===== config.mk =====
export PLATFORM = sky130hd
export DESIGN_NAME = cell_voltage_alarm_monitor_top
export DESIGN_NICKNAME = d
export VERILOG_FILES = /design/src/rtl/cvam_pkg.sv /design/src/rtl/cvam_classify.sv /design/src/rtl/cell_voltage_alarm_monitor_top.sv
export SDC_FILE = /design/constraint.sdc
export NUM_CORES = 1
export LEC_CHECK = 0
export BUFFER_PORTS_ARGS = -buffer_cell sky130_fd_sc_hd__buf_2
export CORE_MARGIN = 2
export CORE_UTILIZATION = 56
export DETAILED_ROUTE_END_ITERATION = 8
export HOLD_SLACK_MARGIN = 0.08
export PLACE_DENSITY = 0.84
export SETUP_SLACK_MARGIN = 0.3
export SLEW_MARGIN = 20
export SYNTH_ARGS = -nofsm -noshare
export SYNTH_HDL_FRONTEND = slang
export SYNTH_SLANG_ARGS = --single-unit

===== constraint.sdc =====
create_clock -name clock -period 11.5 [get_ports clock]
set_clock_uncertainty 0.15 [all_clocks]
set_input_delay 2.3 -clock clock [delete_from_list [all_inputs] [get_ports clock]]
set_output_delay 2.3 -clock clock [all_outputs]
set_load 0.05 [all_outputs]

===== src/rtl/cvam_pkg.sv =====
`default_nettype none
// ---------------------------------------------------------------------------
// cvam_pkg
// Shared types and class codes for the cell voltage alarm monitor.
// ---------------------------------------------------------------------------
package cvam_pkg;

   localparam int CSR_IDX_W  = 3;
   localparam int CSR_DATA_W = 60;
   localparam int CELL_W     = 16;
   localparam int TOTAL_W    = 20;
   localparam int CLASS_W    = 4;
   localparam int CELL_CLS_W = 3;
   localparam int MASK_W     = 15;

   // register indexes on the csr port
   localparam logic [CSR_IDX_W-1:0] REG_CELL_LOW   = 3'd0;
   localparam logic [CSR_IDX_W-1:0] REG_CELL_HIGH  = 3'd1;
   localparam logic [CSR_IDX_W-1:0] REG_TOTAL_LOW  = 3'd2;
   localparam logic [CSR_IDX_W-1:0] REG_TOTAL_HIGH = 3'd3;
   localparam logic [CSR_IDX_W-1:0] REG_SPREAD     = 3'd4;

   // class codes
   localparam logic [CLASS_W-1:0] CLS_NORMAL     = 4'd0;
   localparam logic [CLASS_W-1:0] CLS_CELL_BASE  = 4'd1;
   localparam logic [CLASS_W-1:0] CLS_TOTAL_BASE = 4'd7;
   localparam logic [CLASS_W-1:0] CLS_SPREAD_ONE = 4'd13;
   localparam logic [CLASS_W-1:0] CLS_SPREAD_TWO = 4'd14;

   // offsets from a ladder's base code
   localparam logic [CLASS_W-1:0] OFS_LOW     = 4'd0;
   localparam logic [CLASS_W-1:0] OFS_LOW_L1  = 4'd1;
   localparam logic [CLASS_W-1:0] OFS_LOW_L2  = 4'd2;
   localparam logic [CLASS_W-1:0] OFS_HIGH    = 4'd3;
   localparam logic [CLASS_W-1:0] OFS_HIGH_L1 = 4'd4;
   localparam logic [CLASS_W-1:0] OFS_HIGH_L2 = 4'd5;

   // six thresholds of one ladder, cell thresholds zero-extended
   typedef struct packed {
      logic [TOTAL_W-1:0] l1;
      logic [TOTAL_W-1:0] l2;
      logic [TOTAL_W-1:0] lo;
      logic [TOTAL_W-1:0] h1;
      logic [TOTAL_W-1:0] h2;
      logic [TOTAL_W-1:0] hi;
   } thr_type;

endpackage
`default_nettype wire


===== src/rtl/cvam_classify.sv =====
`default_nettype none
// ---------------------------------------------------------------------------
// cvam_classify
// Six-threshold ladder: low side first, a true high compare overrides it.
// ---------------------------------------------------------------------------
module cvam_classify (
   input  wire logic [cvam_pkg::TOTAL_W-1:0] value,
   input  wire logic [cvam_pkg::CLASS_W-1:0] base,
   input  wire cvam_pkg::thr_type            thr,
   output logic      [cvam_pkg::CLASS_W-1:0] cls
);
   import cvam_pkg::*;

   always_comb begin
      cls = CLS_NORMAL;
      if (value < thr.l1) begin
         cls = base + OFS_LOW_L1;
      end else if (value < thr.l2) begin
         cls = base + OFS_LOW_L2;
      end else if (value < thr.lo) begin
         cls = base + OFS_LOW;
      end
      if (value > thr.h1) begin
         cls = base + OFS_HIGH_L1;
      end else if (value > thr.h2) begin
         cls = base + OFS_HIGH_L2;
      end else if (value > thr.hi) begin
         cls = base + OFS_HIGH;
      end
   end

endmodule
`default_nettype wire


===== src/rtl/cell_voltage_alarm_monitor_top.sv =====
`default_nettype none
// ---------------------------------------------------------------------------
// cell_voltage_alarm_monitor_top
// Takes one cell per cycle unless rsp backpressure stalls a scan's last cell;
// the result goes via the input, scan-end and result registers. Throughput is
// limited only by rsp backpressure on scan-end items. Synchronous reset zeroes
// low thresholds, sets others to ones, clears stored classes and scan state.
// ---------------------------------------------------------------------------
module cell_voltage_alarm_monitor_top #(
   parameter int CELLS = 16
) (
   input  wire logic        clock,
   input  wire logic        reset,
   input  wire logic        req_valid,
   output logic             req_ready,
   input  wire logic [15:0] req_cell_voltage,
   output logic             rsp_valid,
   input  wire logic        rsp_ready,
   output logic [15:0]      rsp_max_cell,
   output logic [15:0]      rsp_min_cell,
   output logic [19:0]      rsp_pack_total,
   output logic [3:0]       rsp_total_class,
   output logic [3:0]       rsp_spread_class,
   output logic [14:0]      rsp_change_mask,
   output logic             rsp_any_change,
   input  wire logic        csr_we,
   input  wire logic [cvam_pkg::CSR_IDX_W-1:0]  csr_index,
   input  wire logic [cvam_pkg::CSR_DATA_W-1:0] csr_wdata
);
   import cvam_pkg::*;

   localparam int POS_W = (CELLS > 1) ? $clog2(CELLS) : 1;

   // configuration
   logic [47:0] cell_low_ff, cell_high_ff;
   logic [59:0] total_low_ff, total_high_ff;
   logic [31:0] spread_ff;

   always_ff @(posedge clock) begin
      if (reset) begin
         cell_low_ff   <= '0;
         cell_high_ff  <= '1;
         total_low_ff  <= '0;
         total_high_ff <= '1;
         spread_ff     <= '1;
      end else if (csr_we) begin
         case (csr_index)
            REG_CELL_LOW:   cell_low_ff   <= csr_wdata[47:0];
            REG_CELL_HIGH:  cell_high_ff  <= csr_wdata[47:0];
            REG_TOTAL_LOW:  total_low_ff  <= csr_wdata;
            REG_TOTAL_HIGH: total_high_ff <= csr_wdata;
            REG_SPREAD:     spread_ff     <= csr_wdata[31:0];
            default: ;
         endcase
      end
   end

   // flow control
   logic v0_valid_ff, fin_valid_ff, rsp_valid_ff;
   logic out_free, fin_free, s0_fire, last_cell;

   assign out_free  = !rsp_valid_ff || rsp_ready;
   assign fin_free  = !fin_valid_ff || out_free;
   assign s0_fire   = v0_valid_ff && (!last_cell || fin_free);
   assign req_ready = !v0_valid_ff || s0_fire;

   // input register
   logic [CELL_W-1:0] v0_ff;

   always_ff @(posedge clock) begin
      if (reset) begin
         v0_valid_ff <= 1'b0;
      end else if (req_ready) begin
         v0_valid_ff <= req_valid;
      end
   end

   always_ff @(posedge clock) begin
      if (req_valid && req_ready) begin
         v0_ff <= req_cell_voltage;
      end
   end

   // cell stage
   logic [POS_W-1:0]      pos_ff;
   logic [CELL_W-1:0]     run_max_ff, run_min_ff;
   logic [TOTAL_W-1:0]    run_total_ff;
   logic [MASK_W-1:0]     pend_mask_ff;
   logic [CELL_CLS_W-1:0] cls_store_ff [CELLS];

   logic [CELL_W-1:0]     max_in, min_in;
   logic [TOTAL_W-1:0]    total_in;
   logic [MASK_W-1:0]     mask_in;
   logic [CLASS_W-1:0]    cell_cls;
   logic [CELL_CLS_W-1:0] cell_cls_n;
   logic                  cell_changed;
   thr_type               cell_thr;

   assign last_cell = (pos_ff == POS_W'(CELLS - 1));

   always_comb begin
      cell_thr.l1 = {4'b0, cell_low_ff[15:0]};
      cell_thr.l2 = {4'b0, cell_low_ff[31:16]};
      cell_thr.lo = {4'b0, cell_low_ff[47:32]};
      cell_thr.h1 = {4'b0, cell_high_ff[15:0]};
      cell_thr.h2 = {4'b0, cell_high_ff[31:16]};
      cell_thr.hi = {4'b0, cell_high_ff[47:32]};
   end

   cvam_classify u_cell_cls (
      .value (TOTAL_W'(v0_ff)),
      .base  (CLS_CELL_BASE),
      .thr   (cell_thr),
      .cls   (cell_cls)
   );

   assign cell_cls_n   = cell_cls[CELL_CLS_W-1:0];
   assign cell_changed = (cls_store_ff[pos_ff] != cell_cls_n);
   assign max_in       = (v0_ff > run_max_ff) ? v0_ff : run_max_ff;
   assign min_in       = (v0_ff < run_min_ff) ? v0_ff : run_min_ff;
   assign total_in     = run_total_ff + TOTAL_W'(v0_ff);
   assign mask_in      = pend_mask_ff
                       | (cell_changed ? (MASK_W'(1) << cell_cls_n) : '0);

   always_ff @(posedge clock) begin
      if (reset) begin
         pos_ff       <= '0;
         run_max_ff   <= '0;
         run_min_ff   <= '1;
         run_total_ff <= '0;
         pend_mask_ff <= '0;
         for (int i = 0; i < CELLS; i++) begin
            cls_store_ff[i] <= '0;
         end
      end else if (s0_fire) begin
         cls_store_ff[pos_ff] <= cell_cls_n;
         if (last_cell) begin
            pos_ff       <= '0;
            run_max_ff   <= '0;
            run_min_ff   <= '1;
            run_total_ff <= '0;
            pend_mask_ff <= '0;
         end else begin
            pos_ff       <= pos_ff + POS_W'(1);
            run_max_ff   <= max_in;
            run_min_ff   <= min_in;
            run_total_ff <= total_in;
            pend_mask_ff <= mask_in;
         end
      end
   end

   // scan-end stage: snapshot of the finished scan
   logic [CELL_W-1:0]  fin_max_ff, fin_min_ff;
   logic [TOTAL_W-1:0] fin_total_ff;
   logic [MASK_W-1:0]  fin_mask_ff;
   logic               fin_load, fin_move;

   assign fin_load = s0_fire && last_cell;
   assign fin_move = fin_valid_ff && out_free;

   always_ff @(posedge clock) begin
      if (reset) begin
         fin_valid_ff <= 1'b0;
      end else if (fin_free) begin
         fin_valid_ff <= fin_load;
      end
   end

   always_ff @(posedge clock) begin
      if (fin_load) begin
         fin_max_ff   <= max_in;
         fin_min_ff   <= min_in;
         fin_total_ff <= total_in;
         fin_mask_ff  <= mask_in;
      end
   end

   logic [CLASS_W-1:0] total_cls_ff, spread_cls_ff;
   logic [CLASS_W-1:0] total_cls, spread_cls;
   logic [CELL_W-1:0]  spread;
   logic [MASK_W-1:0]  final_mask;
   thr_type            total_thr;

   always_comb begin
      total_thr.l1 = total_low_ff[19:0];
      total_thr.l2 = total_low_ff[39:20];
      total_thr.lo = total_low_ff[59:40];
      total_thr.h1 = total_high_ff[19:0];
      total_thr.h2 = total_high_ff[39:20];
      total_thr.hi = total_high_ff[59:40];
   end

   cvam_classify u_total_cls (
      .value (fin_total_ff),
      .base  (CLS_TOTAL_BASE),
      .thr   (total_thr),
      .cls   (total_cls)
   );

   assign spread = fin_max_ff - fin_min_ff;

   always_comb begin
      if (spread > spread_ff[15:0]) begin
         spread_cls = CLS_SPREAD_ONE;
      end else if (spread > spread_ff[31:16]) begin
         spread_cls = CLS_SPREAD_TWO;
      end else begin
         spread_cls = CLS_NORMAL;
      end
   end

   always_comb begin
      final_mask = fin_mask_ff;
      if (total_cls != total_cls_ff) begin
         final_mask = final_mask | (MASK_W'(1) << total_cls);
      end
      if (spread_cls != spread_cls_ff) begin
         final_mask = final_mask | (MASK_W'(1) << spread_cls);
      end
   end

   always_ff @(posedge clock) begin
      if (reset) begin
         total_cls_ff  <= CLS_NORMAL;
         spread_cls_ff <= CLS_NORMAL;
      end else if (fin_move) begin
         total_cls_ff  <= total_cls;
         spread_cls_ff <= spread_cls;
      end
   end

   // result register
   always_ff @(posedge clock) begin
      if (reset) begin
         rsp_valid_ff <= 1'b0;
      end else if (out_free) begin
         rsp_valid_ff <= fin_valid_ff;
      end
   end

   always_ff @(posedge clock) begin
      if (fin_move) begin
         rsp_max_cell     <= fin_max_ff;
         rsp_min_cell     <= fin_min_ff;
         rsp_pack_total   <= fin_total_ff;
         rsp_total_class  <= total_cls;
         rsp_spread_class <= spread_cls;
         rsp_change_mask  <= final_mask;
         rsp_any_change   <= (final_mask != '0);
      end
   end

   assign rsp_valid = rsp_valid_ff;

endmodule
`default_nettype wire

==> impl_metrics.env <==
export IMPL_hold_violations=0
export IMPL_drive_above_1_share_pct=10.5
export IMPL_use_met2_pct=48.1
export IMPL_grt_pass1_vias=21700
export IMPL_path_cells="buf_2, nor2b_1, nand2_1, nor2_1, nand2_1, buf_2"
export IMPL_coreArea_mm2=0.0488
export IMPL_grt_antenna_before_repair=3
export IMPL_drv_slew=0
export IMPL_io_pins=162
export IMPL_yosysSeqAreaShare_pct=45.2
export IMPL_die_w_um=226
export IMPL_status="completed"
export IMPL_cp_max_fo=3
export IMPL_async_flop_share_pct=0
export IMPL_cts_tree="yes"
export IMPL_wl_per_cell_um=19.5
export IMPL_critPathSlowestCell="nor2b_1"
export IMPL_p_int_w=0.00321
export IMPL_rsz0062_at_grt="no"
export IMPL_grt_overflow=0
export IMPL_max_stage_delay_ns=0.26
export IMPL_port_buffer_count=161
export IMPL_top_usage_layer="met2"
export IMPL_die_area_mm2=0.0512
export IMPL_post_cts_buffers=0
export IMPL_grt_pass1_wl_um=116000
export IMPL_syn_nets=3398
export IMPL_root_buffer="clkbuf_16"
export IMPL_path_class="in2out"
export IMPL_crit_required_ns=9.05
export IMPL_r2r_start="fin_min_ff[0]$_DFFE_PP_"
export IMPL_viasPerCell=5.83
export IMPL_power_frac_comb_pct=14.9
export IMPL_grt_max_degree=112
export IMPL_yosys_warnings=0
export IMPL_post_cts_resized=0
export IMPL_synthCells=3004
export IMPL_hpwl_um=50500
export IMPL_yosysMostFrequentCell="nand2_1"
export IMPL_ys_types=84
export IMPL_dp_cells=3734
export IMPL_grtUsageMet1_pct=35.7
export IMPL_grt_use_total_pct=29.1
export IMPL_yosysTopAreaCellShare_pct=23.6
export IMPL_fin_crit_sh_pct=50.3
export IMPL_reg2reg_depth=17
export IMPL_arrival_ns=3.34
export IMPL_netlist_area_mm2=0.0277
export IMPL_tightest_slew_ns=1.08
export IMPL_fillCellCount=3888
export IMPL_routed_wl_um=74700
export IMPL_drc_errors=0
export IMPL_synth_edf_count=199
export IMPL_min_delay_start="pend_mask_ff[7]$_SDFFE_PP0P_"
export IMPL_min_to="fin_mask_ff[7]$_DFFE_PP_"
export IMPL_ys_top_cells_by_count="602 x nand2_1, 326 x dfxtp_1, 317 x inv_1"
export IMPL_power_frac_clock_pct=38.5
export IMPL_htree_levels=2
export IMPL_slew_headroom_pct=27.8
export IMPL_vias=22400
export IMPL_grt_use_met3_pct=5.49
export IMPL_drt_iter0_markers=2066
export IMPL_gp_congestion=0.894
export IMPL_clkTransAtPathRegs_ns=0.06
export IMPL_setup_viol=0
export IMPL_synth_seq_cells=525
export IMPL_drtAntennaViolNets=0
export IMPL_final_cells=3838
export IMPL_path_delay_family="simple AND/OR/NAND/NOR gates"
export IMPL_ys_flop_type="dfxtp_1"
export IMPL_peakVddDrop_uv=113
export IMPL_holdPathStages=0
export IMPL_cts_buffer_depth=3
export IMPL_min_path_type="reg2reg"
export IMPL_clock_fmax_mhz=173
export IMPL_pwr_density_cell_mw_per_mm2=144
export IMPL_r2r_setup_slack_ns=6.24
export IMPL_clock_latency_ns=0.61
export IMPL_cp_start_kind="primary input"
export IMPL_postCtsHoldBufs=0
export IMPL_crit_buf_inv=2
export IMPL_cts_buffers=54
export IMPL_period_needed_ns=5.79
export IMPL_syn_area_per_cell_um2=9.21
export IMPL_yosys_top_cells_area="dfxtp_1 24%, edfxtp_1 22%, ha_1 14%"
export IMPL_row_count=81
export IMPL_synth_largest_area_cell="dfxtp_1"
export IMPL_sw_frac_of_total_pct=27.7
export IMPL_seq_power_share_pct=46.7
export IMPL_power_leakage_nw=14.1
export IMPL_syn_to_final_growth_pct=11.3
export IMPL_fin_nets=3520
export IMPL_r2r_end="rsp_any_change$_DFFE_PP_"
export IMPL_clkSinkCount=525
export IMPL_p_switching_w=0.00123
export IMPL_fin_setup_tns_ns=0
export IMPL_initial_core_util_pct=56.6
export IMPL_die_y_um=226
export IMPL_drtPass1Iterations=5
export IMPL_end_kind="primary output"
export IMPL_maxCapViolations=0
## flip-flops by register name, indices dropped and copies added, names as in the netlist, 20 cells and up, named ones only
name / count
total_low_ff: 60
cell_low_ff: 48
cls_store_ff: 48
spread_ff: 32
run_total_ff: 20
cell_high_ff: 48
fin_total_ff: 20
rsp_pack_total: 20
total_high_ff: 60
## cell usage in the layout (no fill, tap or decap), types with 9 or more instances in the layout
master,n
and2_1,10
edfxtp_1,199
clkinv_2,14
nand3b_1,143
a21oi_1,216
o21a_1,15
nor3_1,21
mux4_1,10
o21ai_0,99
nor2_1,143
nand2_1,602
nand4_1,42
a21o_1,37
buf_2,160
ha_1,308
a22o_1,21
o31ai_1,12
clkbuf_1,14
nor2b_1,27
clkbuf_16,56
inv_1,316
mux2_2,16
dfxtp_1,326
nand2b_1,26
a22oi_1,14
and3_1,9
o211ai_1,17
nand3_1,57
buf_4,35
xnor2_1,21
a211oi_1,13
## per-stage QoR
| step | hold WS, ns | utilization (%) | instance area [um2] | total power (W) | setup slack [ns] |
|---|---|---|---|---|---|
| 2_1_floorplan | 0.266 | - | 27700 | 0.00254 | 6.00 |
| 3_3_place_gp | 0.262 | 59.5 | 29100 | 0.00273 | 5.73 |
| 3_5_place_dp | 0.262 | 59.5 | 29100 | 0.00275 | 5.69 |
| 4_1_cts | 0.279 | 63.0 | 30800 | 0.00444 | 5.69 |
| 5_1_grt | 0.298 | 63.0 | 30800 | 0.00459 | 5.60 |
| 6_report | 0.278 | 63.0 | 30800 | 0.00444 | 5.71 |
## worst reg2reg max path, stage by stage, from the launching register on
cell       delay [ns]
edfxtp_1         0.39
ha_1             0.24
fa_1             0.43
nor2b_1          0.12
o21ai_0          0.12
a21boi_0         0.30
o21ai_0          0.17
a21boi_0         0.41
o2111ai_1        0.20
a31oi_1          0.35
o211ai_1         0.21
ha_1             0.33
nand4_1          0.11
or2_2            0.33
o32ai_1          0.61
mux2i_1          0.26
a22o_1           0.14
nand4_1          0.08
## final cells by class
cell class / count / area [um2] / area share [%]
clock inverter: 27 / 198 / 0.642
sequential: 525 / 12500 / 40.6
timing repair buffer: 196 / 1070 / 3.49
inverter: 317 / 1190 / 3.86
tap: 664 / 831 / 2.70
multi-input combinational: 2032 / 13500 / 43.8
antenna: 4 / 10.0 / 0.0325
clock buffer: 73 / 1500 / 4.86
## logic make-up after synthesis
group,after synthesis,synth area share (%)
multiplexers,39,2.30
AO/OA/AOI/OAI,521,11.9
adder cells (fa/ha/maj),310,14.1
flip-flops,525,45.2
AND/OR/NAND/NOR,1134,19.5
XOR/XNOR,28,0.886
buffers and inverters,447,6.15
## power by group through the flow
stage | clock [W] | sequential [W] | combinational, W
2_1_floorplan | 0 | 0.00212 | 0.000423
3_3_place_gp | 0 | 0.00211 | 0.000622
3_5_place_dp | 0 | 0.00211 | 0.000641
4_1_cts | 0.00172 | 0.00207 | 0.000651
5_1_grt | 0.00178 | 0.00208 | 0.000729
6_report | 0.00171 | 0.00207 | 0.000661
## how the worst max path moves through the flow
| stage | startpoint | endpoint | cells after the start | slack [ns] |
|---|---|---|---|---|
| after floorplan | rsp_ready | spread_cls_ff[0]$_SDFFE_PP0P_ | 5 | 6.00 |
| final | rsp_ready | req_ready | 6 | 5.71 |
| after CTS | rsp_ready | req_ready | 6 | 5.69 |
| after global placement | rsp_ready | req_ready | 6 | 5.73 |
| after global routing | rsp_ready | req_ready | 6 | 5.60 |
| after detailed placement | rsp_ready | req_ready | 6 | 5.69 |
## routing by layer
layer  up-vias  wire (um)
met2       945      34900
met1     10600      29100
met4         2       4520
met3       251       6220
li1      10600          -
met5         -         11
(Power assumes the default switching activity.)
